### config.mk
export PLATFORM = sky130hd
export DESIGN_NAME = fifo_queue_remove_by_id
export DESIGN_NICKNAME = d
export VERILOG_FILES = /design/src/hw/rtl/fqr_pkg.sv /design/src/hw/rtl/fqr_cell.sv /design/src/hw/rtl/fifo_queue_remove_by_id.sv
export SDC_FILE = /design/constraint.sdc
export NUM_CORES = 1
export LEC_CHECK = 0
export ABC_AREA = 1
export BUFFER_PORTS_ARGS = -buffer_cell sky130_fd_sc_hd__clkbuf_2
export CORE_MARGIN = 3
export CORE_UTILIZATION = 50
export CTS_CLUSTER_SIZE = 14
export DETAILED_ROUTE_END_ITERATION = 8
export GPL_ROUTABILITY_DRIVEN = 0
export MAX_ROUTING_LAYER = met4
export PLACE_DENSITY = 0.68
export SLEW_MARGIN = 0
export SYNTH_ARGS = -nofsm -noshare
export SYNTH_HDL_FRONTEND = slang
export SYNTH_SLANG_ARGS = --single-unit
### constraint.sdc
create_clock -name aclk -period 14.3 [get_ports aclk]
set_input_delay 2.86 -clock aclk [delete_from_list [all_inputs] [get_ports aclk]]
set_output_delay 2.86 -clock aclk [all_outputs]
set_load 0.005 [all_outputs]
### src/hw/rtl/fqr_pkg.sv
// shared types for the fifo queue with remove by id
// request codes, result status codes and the per-cell control struct
// no dependencies
package fqr_pkg;

    typedef enum logic [2:0] {
        FUNC_ENQ    = 3'd0,
        FUNC_DEQ    = 3'd1,
        FUNC_PEEK   = 3'd2,
        FUNC_REMOVE = 3'd3,
        FUNC_CLEAR  = 3'd4
    } func_t;

    typedef enum logic [1:0] {
        ST_DONE     = 2'd0,
        ST_EMPTY    = 2'd1,
        ST_FULL     = 2'd2,
        ST_NOTFOUND = 2'd3
    } status_t;

    // one operation broadcast to every cell, already gated by accept
    typedef struct packed {
        logic enq;
        logic deq;
        logic rem;
        logic clr;
    } cell_ctrl_t;

endpackage

### src/hw/rtl/fqr_cell.sv
// one storage cell of the queue: occupied flag, identifier and payload
// shifts toward the head, loads on enqueue, compares for remove
// depends on fqr_pkg
module fqr_cell import fqr_pkg::*; #(
    parameter int ID_BITS      = 16,
    parameter int PAYLOAD_BITS = 32
) (
    input  logic                    aclk,
    input  logic                    aresetn,
    input  cell_ctrl_t              ctrl,
    input  logic [ID_BITS-1:0]      key_id,
    input  logic [PAYLOAD_BITS-1:0] key_payload,
    input  logic                    prev_occ,
    input  logic                    next_occ,
    input  logic [ID_BITS-1:0]      next_id,
    input  logic [PAYLOAD_BITS-1:0] next_payload,
    input  logic                    hit_in,
    output logic                    hit_out,
    output logic                    occ,
    output logic [ID_BITS-1:0]      id,
    output logic [PAYLOAD_BITS-1:0] payload
);

    logic                    occ_reg, occ_next;
    logic [ID_BITS-1:0]      id_reg, id_next;
    logic [PAYLOAD_BITS-1:0] payload_reg, payload_next;
    logic                    shift;
    logic                    load;

    // hit_out is high from the first matching cell to the tail
    assign hit_out = hit_in | (occ_reg && (id_reg == key_id));
    assign shift   = ctrl.deq | (ctrl.rem & hit_out);
    // the first free cell takes the new item
    assign load    = ctrl.enq & ~occ_reg & prev_occ;

    always_comb begin
        priority if (ctrl.clr) begin
            occ_next     = 1'b0;
            id_next      = id_reg;
            payload_next = payload_reg;
        end else if (shift) begin
            occ_next     = next_occ;
            id_next      = next_id;
            payload_next = next_payload;
        end else if (load) begin
            occ_next     = 1'b1;
            id_next      = key_id;
            payload_next = key_payload;
        end else begin
            occ_next     = occ_reg;
            id_next      = id_reg;
            payload_next = payload_reg;
        end
    end

    always_ff @(posedge aclk) begin
        if (!aresetn) begin
            occ_reg <= 1'b0;
        end else begin
            occ_reg <= occ_next;
        end
    end

    always_ff @(posedge aclk) begin
        id_reg      <= id_next;
        payload_reg <= payload_next;
    end

    assign occ     = occ_reg;
    assign id      = id_reg;
    assign payload = payload_reg;

endmodule

### src/hw/rtl/fifo_queue_remove_by_id.sv
// fifo queue with remove by id, built as a row of cells, head at cell 0
// result: registered when the item is accepted, valid in the following cycle
// throughput: one item per cycle while m_ready takes each result; removal is a single
//   pass of the per-cell compare and a ripple of the first-match flag along the row
// reset: synchronous active-low aresetn empties the queue and drops any pending result
module fifo_queue_remove_by_id import fqr_pkg::*; #(
    parameter int DEPTH        = 16,
    parameter int ID_BITS      = 16,
    parameter int PAYLOAD_BITS = 32,
    localparam int CNT_BITS    = $clog2(DEPTH + 1)
) (
    input  logic                    aclk,
    input  logic                    aresetn,
    input  logic                    s_valid,
    output logic                    s_ready,
    input  logic [2:0]              s_func,
    input  logic [ID_BITS-1:0]      s_entry_id,
    input  logic [PAYLOAD_BITS-1:0] s_entry_payload,
    output logic                    m_valid,
    input  logic                    m_ready,
    output logic [1:0]              m_status,
    output logic [ID_BITS-1:0]      m_out_id,
    output logic [PAYLOAD_BITS-1:0] m_out_payload,
    output logic [CNT_BITS-1:0]     m_count
);

    logic                    occ_w [DEPTH];
    logic [ID_BITS-1:0]      id_w [DEPTH];
    logic [PAYLOAD_BITS-1:0] pay_w [DEPTH];
    logic                    hit_w [DEPTH+1];

    cell_ctrl_t              ctrl;
    logic                    accept;
    logic                    full;
    logic                    empty;
    logic                    found;

    logic                    m_valid_reg, m_valid_next;
    status_t                 status_reg, status_next;
    logic [ID_BITS-1:0]      out_id_reg, out_id_next;
    logic [PAYLOAD_BITS-1:0] out_payload_reg, out_payload_next;
    logic [CNT_BITS-1:0]     count_reg, count_next;

    assign s_ready = ~m_valid_reg | m_ready;
    assign accept  = s_valid & s_ready;
    assign full    = occ_w[DEPTH-1];
    assign empty   = ~occ_w[0];
    assign found   = hit_w[DEPTH];
    assign hit_w[0] = 1'b0;

    for (genvar i = 0; i < DEPTH; i++) begin : g_cell
        logic                    prev_occ;
        logic                    next_occ;
        logic [ID_BITS-1:0]      next_id;
        logic [PAYLOAD_BITS-1:0] next_payload;

        if (i == 0) begin : g_head
            assign prev_occ = 1'b1;
        end else begin : g_mid
            assign prev_occ = occ_w[i-1];
        end

        // the tail cell shifts in an empty slot
        if (i == DEPTH - 1) begin : g_tail
            assign next_occ     = 1'b0;
            assign next_id      = id_w[i];
            assign next_payload = pay_w[i];
        end else begin : g_body
            assign next_occ     = occ_w[i+1];
            assign next_id      = id_w[i+1];
            assign next_payload = pay_w[i+1];
        end

        fqr_cell #(
            .ID_BITS      (ID_BITS),
            .PAYLOAD_BITS (PAYLOAD_BITS)
        ) u_cell (
            .aclk         (aclk),
            .aresetn      (aresetn),
            .ctrl         (ctrl),
            .key_id       (s_entry_id),
            .key_payload  (s_entry_payload),
            .prev_occ     (prev_occ),
            .next_occ     (next_occ),
            .next_id      (next_id),
            .next_payload (next_payload),
            .hit_in       (hit_w[i]),
            .hit_out      (hit_w[i+1]),
            .occ          (occ_w[i]),
            .id           (id_w[i]),
            .payload      (pay_w[i])
        );
    end

    always_comb begin
        ctrl             = '0;
        status_next      = ST_DONE;
        out_id_next      = '0;
        out_payload_next = '0;
        count_next       = count_reg;
        unique case (s_func)
            FUNC_ENQ: begin
                if (full) begin
                    status_next = ST_FULL;
                end else begin
                    ctrl.enq   = accept;
                    count_next = count_reg + CNT_BITS'(1);
                end
            end
            FUNC_DEQ, FUNC_PEEK: begin
                if (empty) begin
                    status_next = ST_EMPTY;
                end else begin
                    out_id_next      = id_w[0];
                    out_payload_next = pay_w[0];
                    if (s_func == FUNC_DEQ) begin
                        ctrl.deq   = accept;
                        count_next = count_reg - CNT_BITS'(1);
                    end
                end
            end
            FUNC_REMOVE: begin
                if (empty) begin
                    status_next = ST_EMPTY;
                end else if (!found) begin
                    status_next = ST_NOTFOUND;
                end else begin
                    ctrl.rem   = accept;
                    count_next = count_reg - CNT_BITS'(1);
                end
            end
            FUNC_CLEAR: begin
                ctrl.clr   = accept;
                count_next = '0;
            end
            default: begin
            end
        endcase
    end

    always_comb begin
        m_valid_next = m_valid_reg;
        if (accept) begin
            m_valid_next = 1'b1;
        end else if (m_ready) begin
            m_valid_next = 1'b0;
        end
    end

    always_ff @(posedge aclk) begin
        if (!aresetn) begin
            m_valid_reg <= 1'b0;
            count_reg   <= '0;
        end else begin
            m_valid_reg <= m_valid_next;
            if (accept) begin
                count_reg <= count_next;
            end
        end
    end

    always_ff @(posedge aclk) begin
        if (accept) begin
            status_reg      <= status_next;
            out_id_reg      <= out_id_next;
            out_payload_reg <= out_payload_next;
        end
    end

    assign m_valid       = m_valid_reg;
    assign m_status      = status_reg;
    assign m_out_id      = out_id_reg;
    assign m_out_payload = out_payload_reg;
    assign m_count       = count_reg;

endmodule

==> impl_metrics.json <==
{
  "ys_ff_latch": 840,
  "grt_overflow_total": 0,
  "grtUsageMet1": 0.391,
  "largest_reg_flops": 512,
  "fp.dieW_um": 287,
  "wl_per_cell_um": 20.7,
  "htree_num_levels": 3,
  "first_pass_iters": 6,
  "wl_um": 106000,
  "cp_data_arrival_time_ns": 8.62,
  "drc": 0,
  "end_kind": "flip-flop",
  "cts_setup_buffers": 0,
  "worstSetupPathType": "primary input to flip-flop",
  "syn-cell-area_um2": 39400,
  "yosys.area.top_type_share": 0.624,
  "io_pins": 112,
  "syn_area_per_cell_um2": 9.68,
  "drive_gt1_frac": 0.0846,
  "synth_ff_type": "edfxtp_1",
  "setup_viol": 0,
  "area_delta_synth_final_pct": 9.35,
  "grt_util_met2": 0.371,
  "clk_path_buf_depth": 3,
  "path_max_fanout": 197,
  "hold_path.class": "flip-flop to flip-flop",
  "cts_tree": "built",
  "numCtsBuffers": 83,
  "synthTopCellsByArea": "edfxtp_1 (62%), nand2_1 (14%), nand3_1 (6.8%)",
  "via_per_inst": 5.73,
  "switchingPower_mw": 1.13,
  "cpPeakStageDelay_ns": 0.93,
  "power_mw": 5.11,
  "grt_use_total": 0.265,
  "synth_most_common_cell": "nand2_1",
  "clkPwrFrac": 0.421,
  "final_cell_area_um2": 43100,
  "rsz0062_at_grt": "no",
  "syn-num-nets": 4127,
  "ys_warn_count": 0,
  "initial_utilization": 0.507,
  "grt_pass1_vias": 26800,
  "period_share": 0.583,
  "ctsRootBufferMaster": "clkbuf_16",
  "ys_seq_area_frac": 0.635,
  "synth_top_cell_by_area": "edfxtp_1",
  "cts_resized": 0,
  "critPathSlowestCell": "clkinv_1",
  "worst_pin_slew_ns": 1.25,
  "holdWs_ns": 0.506,
  "fin_nets": 4078,
  "required_ns": 14.58,
  "swShare": 0.222,
  "first_iter_violations": 3756,
  "num_rows": 102,
  "fin_crit_ns": 8.34,
  "finalClockSkew_ns": 0.0212,
  "portBuffers": 111,
  "grt_pass1_wl_um": 164000,
  "synth_common_cells": "nand2_1 (1,462), edfxtp_1 (818), nand3_1 (532)",
  "cts_hold_buffers": 0,
  "cp_common_cell": "nand4_1",
  "rrSetupSlack_ns": 9.05,
  "synth_edf_count": 818,
  "synthArstFlopShare": 0,
  "p_int_mw": 3.98,
  "antenna_left": 0,
  "die_h_um": 287,
  "grt_max_degree": 198,
  "drv_cap": 0,
  "via_count": 29400,
  "hold_viol_final": 0,
  "setup_tns_ns": 0,
  "clk_pin_slew_ns": 0.06,
  "synthCells": 4068,
  "cp-start-kind": "primary input",
  "slew_viol_final": 0,
  "path_cells": "clkbuf_2 > clkinv_1 > nand2_1 > nand2_1 > nor2_1 > nand3_1 > nor2_1 > nand3_1 > nand4_1 > nor2_2 > nand4_1 > nor2_2 > nand4_1 > nor2_2 > nand4_1 > nand2_1 > nand2_8 > buf_12 > nand2_2 > buf_4 > nand2_2 > buf_4",
  "cp_top_family": "buffers and inverters",
  "place_area_um2": 40400,
  "ir_drop_v": 0.0000732,
  "grtUsageMet3": 0.0424,
  "ys_types": 43,
  "core_area_um2": 77700,
  "die-area_um2": 82200,
  "leakage_nw": 17.3,
  "powerDensity_nw_per_um2": 119,
  "hpwl_um": 65000,
  "fmax_ghz": 0.120,
  "grt-busiest-layer": "met1",
  "grt_antenna_before_repair": 5,
  "p_comb_frac": 0.048,
  "slew_headroom": 0.161,
  "cts.sinks": 840,
  "outcome": "finished clean",
  "clk_latency_ns": 0.65,
  "seq_power_share": 0.531,
  "critPathBufInv": 5
}
==> stage by stage <==
stage | std cells | util | worst slack [ns]
floorplan | 4068 | - | 3.53
global placement | 4974 | 0.520 | 5.54
detailed placement | 4974 | 0.520 | 5.43
CTS | 5129 | 0.554 | 6.12
global route | 5134 | 0.554 | 5.66
finish | 5135 | 0.554 | 5.96
==> final timing paths <==
path / start / end / cells past startpoint
worst min-delay path: g_cell[12].u_cell.occ / g_cell[12].u_cell.occ / 2
worst max register to register: g_cell[0].u_cell.id[10] / g_cell[11].u_cell.payload[18] / 20
worst max-delay path: s_entry_id[5] / g_cell[11].u_cell.payload[18] / 22
worst min register to register: g_cell[12].u_cell.occ / g_cell[12].u_cell.occ / 2
==> metal layers <==
layer	up-vias	wire [µm]
li1	13600	-
met1	13800	45300
met2	1733	45600
met3	244	11900
met4	0	3580
met5	-	0
==> cell type report <==
cell class	count	area, µm²
antenna	6	15.0
sequential	840	25000
timing repair buffer	170	1010
multi-input combinational	2682	12200
clock buffer	106	2270
fill	6563	34600
inverter	242	908
tap	1040	1300
clock inverter	49	363
==> power by group through the flow <==
stage / Sequential [mW] / Clock [mW] / Combinational (mW)
3_3_place_gp: 2.77 / 0 / 0.233
2_1_floorplan: 2.77 / 0 / 0.151
4_1_cts: 2.71 / 2.17 / 0.240
3_5_place_dp: 2.77 / 0 / 0.238
5_1_grt: 2.71 / 2.27 / 0.273
6_report: 2.71 / 2.15 / 0.245
==> cells in the final DEF (no fill, tap or decap), types with 3 or more instances in the layout <==
cell type and n:
nand2_1 1437, edfxtp_1 818, nand3_1 525, o21ai_0 270, inv_1 228, nor2_1 140, clkbuf_2 111, clkbuf_16 87
xor2_1 77, buf_4 58, o22ai_1 52, nand2_2 28, nor3_1 25, dfxtp_1 22, clkinv_1 21, clkinv_2 20
xnor2_1 18, nand4_1 18, clkbuf_1 17, nor4_1 15, inv_2 13, a21oi_1 13, o2111ai_1 12, nand3_2 7
diode_2 6, a221oi_1 6, o211ai_1 6, a211oi_1 5, bufinv_16 4, nor2_2 3, or2_2 3, ha_1 3
==> worst register-to-register path, delay by kind of cell (launching register included) <==
family          cells  cell delay (ns)
buf+inv             4             1.44
simple gates       15             2.69
flops               1             0.38
compound gates      1             0.36
==> cell families (layout without fill, tap and decap cells) <==
family | count (synthesis) | in the layout | share of synthesized area
buf+inv | 546 | 567 | 0.0590
xor+xnor | 95 | 95 | 0.0211
flops | 840 | 840 | 0.635
simple gates | 2208 | 2208 | 0.231
compound gates | 375 | 375 | 0.0525
fa+ha+maj | 4 | 4 | 0.00146
other cells | 0 | 6 | 0
Power figures use the tool's default switching activity.
